`config.mk`:
```
export PLATFORM = sky130hd
export DESIGN_NAME = length_prefixed_frame_splitter_flat
export DESIGN_NICKNAME = d
export VERILOG_FILES = /design/src/design/lpfs_pkg.sv /design/src/design/lpfs_byte_if.sv /design/src/design/lpfs_rec_if.sv /design/src/design/length_prefixed_frame_splitter.sv /design/src/design/lpfs_core.sv /design/src/flat_wrapper.sv
export SDC_FILE = /design/constraint.sdc
export NUM_CORES = 1
export LEC_CHECK = 0
export ABC_AREA = 1
export BUFFER_PORTS_ARGS = -buffer_cell sky130_fd_sc_hd__buf_2
export CAP_MARGIN = 20
export CELL_PAD_IN_SITES_DETAIL_PLACEMENT = 0
export CELL_PAD_IN_SITES_GLOBAL_PLACEMENT = 1
export CORE_MARGIN = 4
export CORE_UTILIZATION = 44
export DETAILED_ROUTE_END_ITERATION = 8
export PLACE_DENSITY = 0.8
export SETUP_SLACK_MARGIN = 0.02
export SYNTH_ARGS = -nofsm -noshare
export SYNTH_HDL_FRONTEND = slang
export SYNTH_SLANG_ARGS = --single-unit
```
`constraint.sdc`:
```
create_clock -name clk -period 5.45 [get_ports clk]
set_clock_uncertainty 0.2 [all_clocks]
set_input_delay 0.8175 -clock clk [delete_from_list [all_inputs] [get_ports clk]]
set_output_delay 0.8175 -clock clk [all_outputs]
set_load 0.005 [all_outputs]
```
`src/design/lpfs_pkg.sv`:
```
package lpfs_pkg;

  localparam int unsigned HDR_BYTES    = 12;
  localparam int unsigned STREAM_BYTES = 8;

  typedef logic [3:0] hdr_count_t;

  typedef enum logic [1:0] {
    KIND_HEADER  = 2'd0,
    KIND_PAYLOAD = 2'd1,
    KIND_EMPTY   = 2'd2
  } kind_t;

  typedef struct packed {
    kind_t       kind;
    logic [7:0]  data_byte;
    logic [63:0] stream_number;
    logic [31:0] record_length;
    logic        last;
  } result_t;

  localparam hdr_count_t LAST_HDR_IDX    = hdr_count_t'(HDR_BYTES - 1);
  localparam hdr_count_t STREAM_HDR_BYTES = hdr_count_t'(STREAM_BYTES);

endpackage

```
`src/design/lpfs_byte_if.sv`:
```
interface lpfs_byte_if;
  logic       valid;
  logic       ready;
  logic [7:0] in_byte;

  modport source (output valid, output in_byte, input ready);
  modport sink (input valid, input in_byte, output ready);
endinterface

```
`src/design/lpfs_rec_if.sv`:
```
interface lpfs_rec_if;
  logic        valid;
  logic        ready;
  logic [1:0]  kind;
  logic [7:0]  data_byte;
  logic [63:0] stream_number;
  logic [31:0] record_length;
  logic        last;

  modport source (
    output valid, output kind, output data_byte, output stream_number,
    output record_length, output last, input ready
  );
  modport sink (
    input valid, input kind, input data_byte, input stream_number,
    input record_length, input last, output ready
  );
endinterface

```
`src/design/length_prefixed_frame_splitter.sv`:
```
// length-prefixed record deframer
// in_ch: one raw byte per word; each record is an 8-byte big-endian stream
//   number, a 4-byte big-endian length, then that many payload bytes
// out_ch: exactly one result word per input word; kind tells header byte,
//   payload byte or empty record, with stream number and length attached
//   and last set on the final payload byte or on an empty record
// path: an accepted word is held in the input register, then the core
//   state update loads its result into the result register
// throughput: one word per cycle while out_ch.ready is high; the core
//   state update lies between the input register and the result register
// reset: rst clears the record state to the header phase with zeroed
//   stream number and length; both pipeline registers come up empty
// stall: while out_ch.ready is low the result holds, the input register
//   still fills, and in_ch.ready drops once both registers are occupied
module length_prefixed_frame_splitter (
  input logic           clk,
  input logic           rst,
  lpfs_byte_if.sink     in_ch,
  lpfs_rec_if.source    out_ch
);

  logic              in_valid;
  logic [7:0]        in_byte;
  logic              out_valid;
  lpfs_pkg::result_t out_res;
  lpfs_pkg::result_t res;
  logic              load;

  assign load        = in_valid && (!out_valid || out_ch.ready);
  assign in_ch.ready = !in_valid || load;

  always_ff @(posedge clk) begin
    if (rst) begin
      in_valid <= 1'b0;
    end else if (in_ch.ready) begin
      in_valid <= in_ch.valid;
    end
  end

  always_ff @(posedge clk) begin
    if (in_ch.ready && in_ch.valid) begin
      in_byte <= in_ch.in_byte;
    end
  end

  lpfs_core u_core (
    .clk     (clk),
    .rst     (rst),
    .step    (load),
    .in_byte (in_byte),
    .res     (res)
  );

  always_ff @(posedge clk) begin
    if (rst) begin
      out_valid <= 1'b0;
    end else if (load) begin
      out_valid <= 1'b1;
    end else if (out_ch.ready) begin
      out_valid <= 1'b0;
    end
  end

  always_ff @(posedge clk) begin
    if (load) begin
      out_res <= res;
    end
  end

  assign out_ch.valid         = out_valid;
  assign out_ch.kind          = out_res.kind;
  assign out_ch.data_byte     = out_res.data_byte;
  assign out_ch.stream_number = out_res.stream_number;
  assign out_ch.record_length = out_res.record_length;
  assign out_ch.last          = out_res.last;

  a_load_fills_result: assert property (@(posedge clk) disable iff (rst)
    load |=> out_valid)
    else $error("result register not loaded");

  a_stalled_word_holds: assert property (@(posedge clk) disable iff (rst)
    (in_valid && !load) |=> (in_valid && $stable(in_byte)))
    else $error("pending input word lost");

  a_header_not_last: assert property (@(posedge clk) disable iff (rst)
    out_valid |-> !(out_res.last && out_res.kind == lpfs_pkg::KIND_HEADER))
    else $error("last flagged on header word");

endmodule

```
`src/design/lpfs_core.sv`:
```
module lpfs_core (
  input  logic              clk,
  input  logic              rst,
  input  logic              step,
  input  logic [7:0]        in_byte,
  output lpfs_pkg::result_t res
);

  logic                  in_payload;
  logic                  in_payload_next;
  lpfs_pkg::hdr_count_t  header_count;
  lpfs_pkg::hdr_count_t  header_count_next;
  logic [63:0]           stream_reg;
  logic [63:0]           stream_reg_next;
  logic [31:0]           length_reg;
  logic [31:0]           length_reg_next;
  logic [31:0]           bytes_left;
  logic [31:0]           bytes_left_next;

  always_comb begin
    in_payload_next   = in_payload;
    header_count_next = header_count;
    stream_reg_next   = stream_reg;
    length_reg_next   = length_reg;
    bytes_left_next   = bytes_left;
    res.kind          = lpfs_pkg::KIND_HEADER;
    res.data_byte     = 8'd0;
    res.last          = 1'b0;
    if (in_payload) begin
      res.kind      = lpfs_pkg::KIND_PAYLOAD;
      res.data_byte = in_byte;
      if (bytes_left <= 32'd1) begin
        res.last          = 1'b1;
        bytes_left_next   = 32'd0;
        in_payload_next   = 1'b0;
        header_count_next = '0;
      end else begin
        bytes_left_next = bytes_left - 32'd1;
      end
    end else begin
      if (header_count < lpfs_pkg::STREAM_HDR_BYTES) begin
        stream_reg_next = {stream_reg[55:0], in_byte};
      end else begin
        length_reg_next = {length_reg[23:0], in_byte};
      end
      if (header_count >= lpfs_pkg::LAST_HDR_IDX) begin
        header_count_next = '0;
        if (length_reg_next == 32'd0) begin
          res.kind = lpfs_pkg::KIND_EMPTY;
          res.last = 1'b1;
        end else begin
          in_payload_next = 1'b1;
          bytes_left_next = length_reg_next;
        end
      end else begin
        header_count_next = header_count + 4'd1;
      end
    end
    res.stream_number = stream_reg_next;
    res.record_length = length_reg_next;
  end

  always_ff @(posedge clk) begin
    if (rst) begin
      in_payload   <= 1'b0;
      header_count <= '0;
      stream_reg   <= '0;
      length_reg   <= '0;
      bytes_left   <= '0;
    end else if (step) begin
      in_payload   <= in_payload_next;
      header_count <= header_count_next;
      stream_reg   <= stream_reg_next;
      length_reg   <= length_reg_next;
      bytes_left   <= bytes_left_next;
    end
  end

  // header count only runs in the header phase
  a_count_idle_in_payload: assert property (@(posedge clk) disable iff (rst)
    in_payload |-> header_count == '0)
    else $error("header count nonzero during payload");

  // payload phase never starts with nothing to send
  a_payload_has_bytes: assert property (@(posedge clk) disable iff (rst)
    (step && !in_payload && in_payload_next) |=> bytes_left != 32'd0)
    else $error("payload entered with zero length");

  a_empty_is_last: assert property (@(posedge clk) disable iff (rst)
    (res.kind == lpfs_pkg::KIND_EMPTY) |-> (res.last && length_reg_next == 32'd0))
    else $error("empty record result malformed");

endmodule

```
`src/flat_wrapper.sv`:
```
// flat-port wrapper written by rule: the top's interface ports become plain ports
module length_prefixed_frame_splitter_flat 
  (clk, rst, in_ch_valid, in_ch_in_byte, in_ch_ready, out_ch_valid, out_ch_kind, out_ch_data_byte, out_ch_stream_number, out_ch_record_length, out_ch_last, out_ch_ready);
  lpfs_byte_if in_ch_i ();
  lpfs_rec_if out_ch_i ();
  input logic clk;
  input logic rst;
  input wire logic [$bits(in_ch_i.valid)-1:0] in_ch_valid;
  input wire logic [$bits(in_ch_i.in_byte)-1:0] in_ch_in_byte;
  output wire logic [$bits(in_ch_i.ready)-1:0] in_ch_ready;
  output wire logic [$bits(out_ch_i.valid)-1:0] out_ch_valid;
  output wire logic [$bits(out_ch_i.kind)-1:0] out_ch_kind;
  output wire logic [$bits(out_ch_i.data_byte)-1:0] out_ch_data_byte;
  output wire logic [$bits(out_ch_i.stream_number)-1:0] out_ch_stream_number;
  output wire logic [$bits(out_ch_i.record_length)-1:0] out_ch_record_length;
  output wire logic [$bits(out_ch_i.last)-1:0] out_ch_last;
  input wire logic [$bits(out_ch_i.ready)-1:0] out_ch_ready;
  assign in_ch_i.valid = in_ch_valid;
  assign in_ch_i.in_byte = in_ch_in_byte;
  assign in_ch_ready = in_ch_i.ready;
  assign out_ch_valid = out_ch_i.valid;
  assign out_ch_kind = out_ch_i.kind;
  assign out_ch_data_byte = out_ch_i.data_byte;
  assign out_ch_stream_number = out_ch_i.stream_number;
  assign out_ch_record_length = out_ch_i.record_length;
  assign out_ch_last = out_ch_i.last;
  assign out_ch_i.ready = out_ch_ready;
  length_prefixed_frame_splitter u_core (.clk(clk), .rst(rst), .in_ch(in_ch_i), .out_ch(out_ch_i));
endmodule
```
---- Word level (Yosys, flattened, before mapping) ----
Index checks and enable logic that the tools add are counted.
storage, ports and cells
  register bits after elaboration ......... 250
  latch bits .............................. 0
  bits in writable memories ............... 0
  bits in read-only memories .............. 0
  output and inout bits ................... 109
  memories ................................ 0
operators by class
  $add $sub $neg .......................... 2
  $mul .................................... 0
  div/mod/pow operators ................... 0
  order comparisons ....................... 3
  eq/ne operators ......................... 2
  shift operators ......................... 0
  muxes and demuxes ....................... 24
  bitwise gates (word level) .............. 1
  reductions and logical operators ........ 12
operators with widths
  cell                                                                    count
  32-bit 2-to-1 mux                                                       7
  64-bit 2-to-1 mux                                                       2
  32-bit by 1-bit <= comparator with 1-bit output, second input constant  1
  32-bit logical NOT                                                      1
  32-bit by 1-bit subtractor with 32-bit output, second input constant    1
  4-bit 2-to-1 mux                                                        3
  1-bit 2-to-1 mux                                                        11
  4-bit by 1-bit adder with 4-bit output, second input constant           1
  4-bit greater-or-equal comparator, second input constant                1
  4-bit less-than comparator, second input constant                       1
  2-bit nonzero test                                                      2
  3-bit AND reduction                                                     1
  1-bit logical AND                                                       2
  1-bit logical NOT                                                       2
  1-bit logical OR                                                        2
  2-bit 2-to-1 mux                                                        1
  2-bit by 1-bit != test with 1-bit output, second input constant         1
  2-bit != test, second input constant                                    1
  2-bit AND reduction                                                     1
  2-bit OR reduction                                                      1
  1-bit inverter                                                          1

---- Longest topological paths before layout ----
Gate-level depths: netlist of run 1.
  word-level depth ........................ 7
  depth in mapped cells ................... 14
  mapped depth without buffers ............ 12

---- By module ----
Synthesis of run 1 repeated with hierarchy kept, for this count alone.
unflattened totals
  cell total of the unflattened synthesis .. 1447
  area total of the unflattened synthesis .. 11444.7 um2
by module, submodules not included
  module                          times used  cells each  area an instance (um2)  sequential area each (um2)
  lpfs_core                       1           1320        7900.1                  2662.6
  length_prefixed_frame_splitter  1           127         3544.6                  3493.4

---- Worst setup path before layout of run 1 ----
OpenSTA, ideal clock, no wires.
  kind .................................... input port to flip-flop
  start ................................... input port out_ch_ready
  end ..................................... register u_core.u_core.header_count[3]
  library setup time ...................... 0.120 ns
  arrival time ............................ 3.873 ns
  required time ........................... 5.130 ns
  slack ................................... 1.257 ns
  stages .................................. 7
  path buffers ............................ 0
  cells stage by stage .................... inv_1 > nand2_1 > nand2_1 > inv_1 > nand2_1 > o21ai_0 > nor2_1
between the ends
  word-level cells in the longest chain between the ends .. 3
ends and longest elaborated chain
  what                           line                                  text
  from (decl)                    flat_wrapper.sv:17                    input wire logic [$bits(out_ch_i.ready)-1:0] out_ch_ready;
  1-bit logical OR               length_prefixed_frame_splitter.sv:29  assign load = in_valid && (!out_valid || out_ch.ready);
  1-bit logical AND              length_prefixed_frame_splitter.sv:29
  net u_core.load                length_prefixed_frame_splitter.sv:27  logic load;
  2-bit AND reduction (no line)  -
  to (signal assigned)           lpfs_core.sv:72                       header_count <= header_count_next;
  to (decl)                      lpfs_core.sv:11                       lpfs_pkg::hdr_count_t header_count;
The timed path passes the listed nets, and every way through them passes these cells.
A chain may end at the register's enable or synchronous reset.

---- Worst setup path after layout of run 1 ----
  start ................................... register u_core.u_core.header_count[3]
  end ..................................... register u_core.u_core.bytes_left[13]
between the ends
  word-level cells in the longest chain between the ends .. 6
  elaborated cells between the ends (all ways) .. 11
  those cells by class .................... order compare: 2; eq/ne: 1; mux: 5; reduce/logical: 3
ends and longest elaborated chain
  what                                                                       line             text
  4-bit less-than comparator                                                 lpfs_core.sv:41  if (header_count < lpfs_pkg::STREAM_HDR_BYTES) begin
  32-bit 2-to-1 mux                                                          lpfs_core.sv:41
  32-bit 2-to-1 mux                                                          lpfs_core.sv:29  if (in_payload) begin
  32-bit logical NOT / 32-bit 2-to-1 mux (equally long branches)             lpfs_core.sv:48  if (length_reg_next == 32'd0) begin
  2-bit != test (no line) / 32-bit 2-to-1 mux (equally long branches)        -
  3-bit AND reduction (no line) / 32-bit 2-to-1 mux (equally long branches)  -
  to (signal assigned)                                                       lpfs_core.sv:75  bytes_left <= bytes_left_next;
  to (decl)                                                                  lpfs_core.sv:17  logic [31:0] bytes_left;
Several ways; a longest one is shown, not always the timed one. The select of a mux whose other input is x is not followed.

==> qor.txt, run 1 <==
worst setup margin: 1880 ps
sequential share of power: 49.0%
post-CTS sizing: 0
Max Cap Viol: 0
Syn. warnings: 0
CP max stage cell: nand2_2
worst path bufs/invs: 2
Global Route Usage Sum: 20.0%
fmax: 280 MHz
# DRC: 0
CTS tree: yes
final count of negative-setup-slack endpoints: 0
Post-Route Setup TNS: 0 ps
Avg Cell Area, Syn: 8.05 um^2
Crit path largest cell delay: 710 ps
Clock Tree Root: clkbuf_16
post-synth cell types: 29
setup bufs post-CTS: 0
WS Path Type: reg2reg
Cells after Synth: 1399
die width: 168 um
WL final: 28.8 mm
TritonCTS Buffers: 27
WL met3: 1.46 mm
Die H: 168 um
Psw: 0.00102 W
Worst Tran Pin Value: 1030 ps
clock buffer depth: 3
filler instances: 2393
Vias: 9204
worst slack, placed: 1900 ps
Worst Hold Class: reg2reg
Pwr Density: 333 nW/um^2
Sequential Area: 6160 um^2
status: completed
Slew headroom: 31.5%
Port Buffer Count: 120
wire length on met1: 14.1 mm
GPL Wtd Cong: 0.895
Sw Ratio: 23.6%
largest net degree at the start of global routing: 95
Leakage: 5.97 nW
vias in the first global route: 8516
DR WL met2: 12.8 mm
DP HPWL: 19.5 mm
area grow syn2layout: 15.3%
Final Max Slew Viols: 0
mapped cell area: 11300 um^2
crit start category: flop
R2R cell count: 9
Worst IR Drop VDD: 271 uV
Tcrit/Tclk final: 65.6%
Yosys reg bits: 250
area taken by multi-input logic gates: 4100 um^2
Initial Util: 44.7%
hold buffer count at cts: 0
Power Total: 0.00432 W
top layer in use: met4
Logic pwr share: 7.7%
# IOs: 121
Crit. End Element: flop
share of layout cells above drive strength 1: 12.5%
clock-pin slew of the registers on the worst-case setup and hold paths: 60 ps
RSZ-0062 raised after global routing: no
hold path depth: 2
initial antenna violation count: 2
Pre-antenna DRT Iters: 5
syn_nets: 1414
Tmin final: 3570 ps
final hold vios: 0
FP Rows: 58
vias per cell: 5.01
WP depth: 9
nets: 1501
worst path required time: 5700 ps
sequential share of the synthesized area: 54.6%
critical path fanouts, max: 49
htree depth: 1
drt wl/cell: 15.7 um
antenna-violating nets left: 0
first-pass GRT wire length: 46.1 mm
CTS Sinks: 250
Clk network pwr share: 43.3%
final core occ: 51.6%
Initial DRC Count: 838
crit path DAT: 3830 ps
Top Family by Delay on Critical Path: simple AND/OR/NAND/NOR gates
Core Area: 25200 um^2
Clk Latency, worst-skew pair: 530 ps
Die ar.: 28200 um^2
grt ovf: 0
Int Pwr: 0.00330 W
Critical Path Most Common Cell: nor2_1
worst-path cell chain: buf_4, inv_2, nor2_1, nor2_1, nor2_2, nand2_2, nand2_1, nand2_1, nor2_1
final hold slack: 256 ps
==> Yosys cell counts <==
| cell | n | share of area (%) |
|---|---|---|
| nand2_1 | 284 | 9.5 |
| nor2_1 | 224 | 7.5 |
| inv_1 | 190 | 6.3 |
| o21ai_0 | 155 | 6.9 |
| dfxtp_1 | 135 | 24 |
| edfxtp_1 | 115 | 31 |
| a211oi_1 | 64 | 4.3 |
| clkbuf_1 | 56 | 1.9 |
| nand3_1 | 54 | 2.4 |
| a21oi_1 | 42 | 1.9 |
| xor2_1 | 21 | 1.6 |
| o21ai_1 | 12 | 0.53 |
| buf_2 | 9 | 0.40 |
| or2_2 | 9 | 0.50 |
| nand4_1 | 6 | 0.33 |
| buf_1 | 3 | 0.10 |
| buf_4 | 3 | 0.20 |
| ha_1 | 3 | 0.33 |
| nor3_1 | 3 | 0.13 |
| and2_1 | 2 | 0.11 |
| a31oi_1 | 1 | 0.056 |
| buf_6 | 1 | 0.10 |
| clkbuf_2 | 1 | 0.044 |
| clkinv_1 | 1 | 0.033 |
| inv_2 | 1 | 0.033 |
| nand2_2 | 1 | 0.056 |
| nand3_2 | 1 | 0.089 |
| nor2_2 | 1 | 0.056 |
| xnor2_1 | 1 | 0.078 |
==> logic make-up after synthesis <==
logic type	share of synthesized area (%)
AND/OR/NAND/NOR	20.6
buffers and inverters	9.11
AO/OA/AOI/OAI	13.6
adder cells (fa/ha/maj)	0.333
flip-flops	54.6
XOR/XNOR	1.71
==> placed cells by master (no fill, tap or decap), types with 12 or more instances in the layout <==
cell	netlist	routed
nand2_1	284	283
buf_2	9	119
o21ai_1	12	12
nor2_1	224	223
inv_1	190	189
xor2_1	21	21
clkbuf_16	0	27
dfxtp_1	135	135
o21ai_0	155	155
edfxtp_1	115	115
nand3_1	54	54
a211oi_1	64	64
a21oi_1	42	42
buf_4	3	12
==> worst paths after layout <==
path / slack (ps) / end / start
worst max-delay path: 1880 / u_core.u_core.bytes_left[13] / u_core.u_core.header_count[3]
worst min-delay path: 260 / u_core.u_core.stream_reg[60] / u_core.u_core.stream_reg[60]
worst max register to register: 1880 / u_core.u_core.bytes_left[13] / u_core.u_core.header_count[3]
worst min register to register: 260 / u_core.u_core.stream_reg[60] / u_core.u_core.stream_reg[60]
==> metal layers <==
layer  up-vias  global-route usage [%]
li1       4697                       -
met1      4236                    29.9
met2       238                    31.2
met3        33                    2.58
met4         0                    4.23
met5         -                       0
==> power groups by stage <==
| stage | logic [W] | clock network (W) | registers [W] |
|---|---|---|---|
| floorplan | 0.000212 | 0 | 0.00215 |
| global placement | 0.000326 | 0 | 0.00216 |
| detailed placement | 0.000331 | 0 | 0.00216 |
| CTS | 0.000334 | 0.00191 | 0.00212 |
| global route | 0.000380 | 0.00199 | 0.00213 |
| finish | 0.000332 | 0.00187 | 0.00212 |
==> through the flow <==
stage / area (um^2) / instances
after detailed placement: 12100 / 1787
after CTS: 13000 / 1835
after global placement: 12100 / 1787
final: 13000 / 1837
after global routing: 13000 / 1837
after floorplan: 11300 / 1399
==> worst reg2reg max path, stage by stage, from the launching register on <==
cell     delay, ps
dfxtp_1        680
buf_4          390
inv_2          260
nor2_1         220
nor2_1         120
nor2_2         520
nand2_2        710
nand2_1        220
nand2_1         70
nor2_1         120
==> cell type report <==
cell class	count	share of cell area [%]
Tap cell	330	3.18
Multi-Input combinational cell	884	31.6
Inverter	192	5.57
Antenna cell	2	0.0385
Clock inverter	16	1.55
Timing Repair Buffer	131	5.28
Sequential cell	250	47.4
Clock buffer	32	5.42
Note: power is estimated with default switching activity, not from simulation.
==> run 2, diff against run 1 <==
--- a/config.mk
+++ b/config.mk
@@ -11,9 +11,9 @@
 export CELL_PAD_IN_SITES_DETAIL_PLACEMENT = 0
 export CELL_PAD_IN_SITES_GLOBAL_PLACEMENT = 1
 export CORE_MARGIN = 4
-export CORE_UTILIZATION = 44
+export CORE_UTILIZATION = 40
 export DETAILED_ROUTE_END_ITERATION = 8
-export PLACE_DENSITY = 0.8
+export PLACE_DENSITY = 0.77
 export SETUP_SLACK_MARGIN = 0.02
 export SYNTH_ARGS = -nofsm -noshare
 export SYNTH_HDL_FRONTEND = slang
==> constraint.sdc (replaced) <==
create_clock -name clk -period 2.9 [get_ports clk]
set_clock_uncertainty 0.2 [all_clocks]
set_input_delay 0.435 -clock clk [delete_from_list [all_inputs] [get_ports clk]]
set_output_delay 0.435 -clock clk [all_outputs]
set_load 0.005 [all_outputs]
==> qor.txt, run 2 (synthesized netlist as in run 1, its figures left out) <==
status: completed (unchanged)
crit start category: flop (unchanged)
dpl cells: 1849 (was 1787)
worst-path cell chain: inv_1, ha_1, inv_1, nor3_1, nand3_1, nand2_1, nand2_1, nand2_2, buf_4, o21ai_0, nor2_1, nor2_1 (was buf_4, inv_2, nor2_1, nor2_1, nor2_2, nand2_2, nand2_1, nand2_1, nor2_1)
WS Path Type: reg2reg (unchanged)
area grow syn2layout: 19.1% (was 15.3%)
Critical R2R Capture: u_core.u_core.bytes_left[16] (was u_core.u_core.bytes_left[13])
DP HPWL: 20.9 mm (was 19.5 mm)
first-pass GRT wire length: 46.9 mm (was 46.1 mm)
vias in the first global route: 8511 (was 8516)
CTS Sinks: 250 (unchanged)
filler instances: 2741 (was 2393)
Crit. End Element: flop (unchanged)
Pre-antenna DRT Iters: 5 (unchanged)
Pwr Density: 613 nW/um^2 (was 333 nW/um^2)
# IOs: 121 (unchanged)
final core occ: 48.3% (was 51.6%)
reg2reg start: u_core.u_core.bytes_left[0] (was u_core.u_core.header_count[3])
Clk Latency, worst-skew pair: 560 ps (was 530 ps)
Final Max Slew Viols: 0 (unchanged)
Worst setup startpoint: u_core.u_core.bytes_left[0] (was u_core.u_core.header_count[3])
Slew headroom: 39.5% (was 31.5%)
R2R setup slack: 400 ps (was 1880 ps)
grt ovf: 0 (unchanged)
Initial DRC Count: 781 (was 838)
Worst Tran Pin Value: 901 ps (was 1030 ps)
initial antenna violation count: 0 (was 2)
share of layout cells above drive strength 1: 13.7% (was 12.5%)
commonest non-fill, non-tap cell in the layout: nand2_1 (unchanged)
Die H: 176 um (was 168 um)
largest net degree at the start of global routing: 157 (was 95)
Leakage: 6.15 nW (was 5.97 nW)
Crit path largest cell delay: 330 ps (was 710 ps)
FP Rows: 61 (was 58)
CP endpoint: u_core.u_core.bytes_left[16] (was u_core.u_core.bytes_left[13])
final hold vios: 0 (unchanged)
critical path fanouts, max: 16 (was 49)
Initial Util: 40.6% (was 44.7%)
final instance area: 13400 um^2 (was 13000 um^2)
most frequent cells in the layout: 281 x nand2_1, 223 x nor2_1, 187 x inv_1 (was 283 x nand2_1, 223 x nor2_1, 189 x inv_1)
# DRC: 0 (unchanged)
crit path DAT: 2740 ps (was 3830 ps)
Max Cap Viol: 0 (unchanged)
Worst IR Drop VDD: 399 uV (was 271 uV)
Vias: 9265 (was 9204)
Tmin final: 2500 ps (was 3570 ps)
placed inst area: 12400 um^2 (was 12100 um^2)
worst path required time: 3140 ps (was 5700 ps)
TritonCTS Buffers: 27 (unchanged)
Die ar.: 30900 um^2 (was 28200 um^2)
Core Area: 27800 um^2 (was 25200 um^2)
worst path bufs/invs: 3 (was 2)
Clock Tree Root: clkbuf_16 (unchanged)
fmax: 399 MHz (was 280 MHz)
final count of negative-setup-slack endpoints: 0 (unchanged)
WL final: 29.9 mm (was 28.8 mm)
Top Family by Delay on Critical Path: simple AND/OR/NAND/NOR gates (unchanged)
vias per cell: 4.86 (was 5.01)
nets: 1524 (was 1501)
CTS tree: yes (unchanged)
drt wl/cell: 15.7 um (about the same)
WP depth: 12 (was 9)
die width: 176 um (was 168 um)
Port Buffer Count: 120 (unchanged)
Global Route Usage Sum: 18.9% (was 20.0%)
RSZ-0062 raised after global routing: no (unchanged)
clock-pin slew of the registers on the worst-case setup and hold paths: 60 ps (about the same)
clock buffer depth: 3 (unchanged)
antenna-violating nets left: 0 (unchanged)
final cell count without fillers: 1908 (was 1837)
Worst Hold Launch: out_ch_ready (was u_core.u_core.stream_reg[60])
htree depth: 1 (unchanged)
Tcrit/Tclk final: 86.4% (was 65.6%)
GPL Wtd Cong: 0.911 (was 0.895)
R2R cell count: 12 (was 9)
CP max stage cell: dfxtp_1 (was nand2_2)
Worst Hold Class: in2reg (was reg2reg)
n_diodes: 0 (was 2)
==> run 2: changes by cell type in the layout (fill, tap and decap cells not counted), moves of 2 or more <==
cell           delta
buf_12           +10
buf_4             +4
clkbuf_8          +4
clkinv_1          -2
diode_2           -2
dlygate4sd3_1     +9
inv_1             -2
nand2_1           -2
==> run 2: per-layer routing <==
metal	GRT usage [%]	part of all wire (%)	routed length, um	up-vias
li1	-	-	-	4754
met5	0	0	0	-
met4	4.94	2.2	662	0
met1	27.1	48	14300	4213
met2	30.1	45	13300	255
met3	2.99	5.4	1620	43
==> run 2: per-stage QoR <==
stage	TNS, ps	setup slack (ps)	hold WS (ps)	total power, W
global route	0	140	68.4	0.00855
floorplan	-172	-74.8	206	0.00444
CTS	0	263	46.5	0.00832
finish	0	395	75.6	0.00822
detailed placement	0	278	247	0.00470
global placement	0	354	241	0.00469
==> run 2: power breakdown <==
group	total, W	switching (W)	leakage, nW	internal (W)
Combinational	0.000662	0.000428	3.48	0.000233
Clock	0.00358	0.00146	0.449	0.00212
Sequential	0.00398	0.0000804	2.21	0.00390
==> run 2: layout make-up <==
| cell class | instances | area (um^2) | share of cell area [%] |
|---|---|---|---|
| Sequential cell | 250 | 6160 | 45.9 |
| Clock inverter | 13 | 165 | 1.23 |
| Timing Repair Buffer | 154 | 1010 | 7.50 |
| Clock buffer | 37 | 763 | 5.69 |
| Multi-Input combinational cell | 884 | 4120 | 30.7 |
| Inverter | 192 | 737 | 5.49 |
| Tap cell | 378 | 473 | 3.52 |
==> run 2: what timing repair did <==
| action | CTS | global route |
|---|---|---|
| resized for setup | 0 | 1 |
| setup buffers | 0 | 0 |
| hold buffers | 9 | 0 |
| endpoints found under the setup margin | 0 | 7 |
| hold endpoints to repair | 9 | 0 |
==> run 2: how the worst min path moves through the flow <==
stage / to / depth (start not counted)
6_report: u_core.out_ch.valid / 4
5_1_grt: u_core.out_ch.valid / 4
4_1_cts: u_core.out_ch.valid / 4
3_5_place_dp: u_core.u_core.stream_reg[63] / 2
3_3_place_gp: u_core.u_core.stream_reg[56] / 2
2_1_floorplan: u_core.out_ch.kind[0] / 0
==> run 2: tightest hold or removal path, cell delays in order <==
cell,delay [ps]
buf_2,160
inv_12,40
nand2_4,80
a21oi_1,70
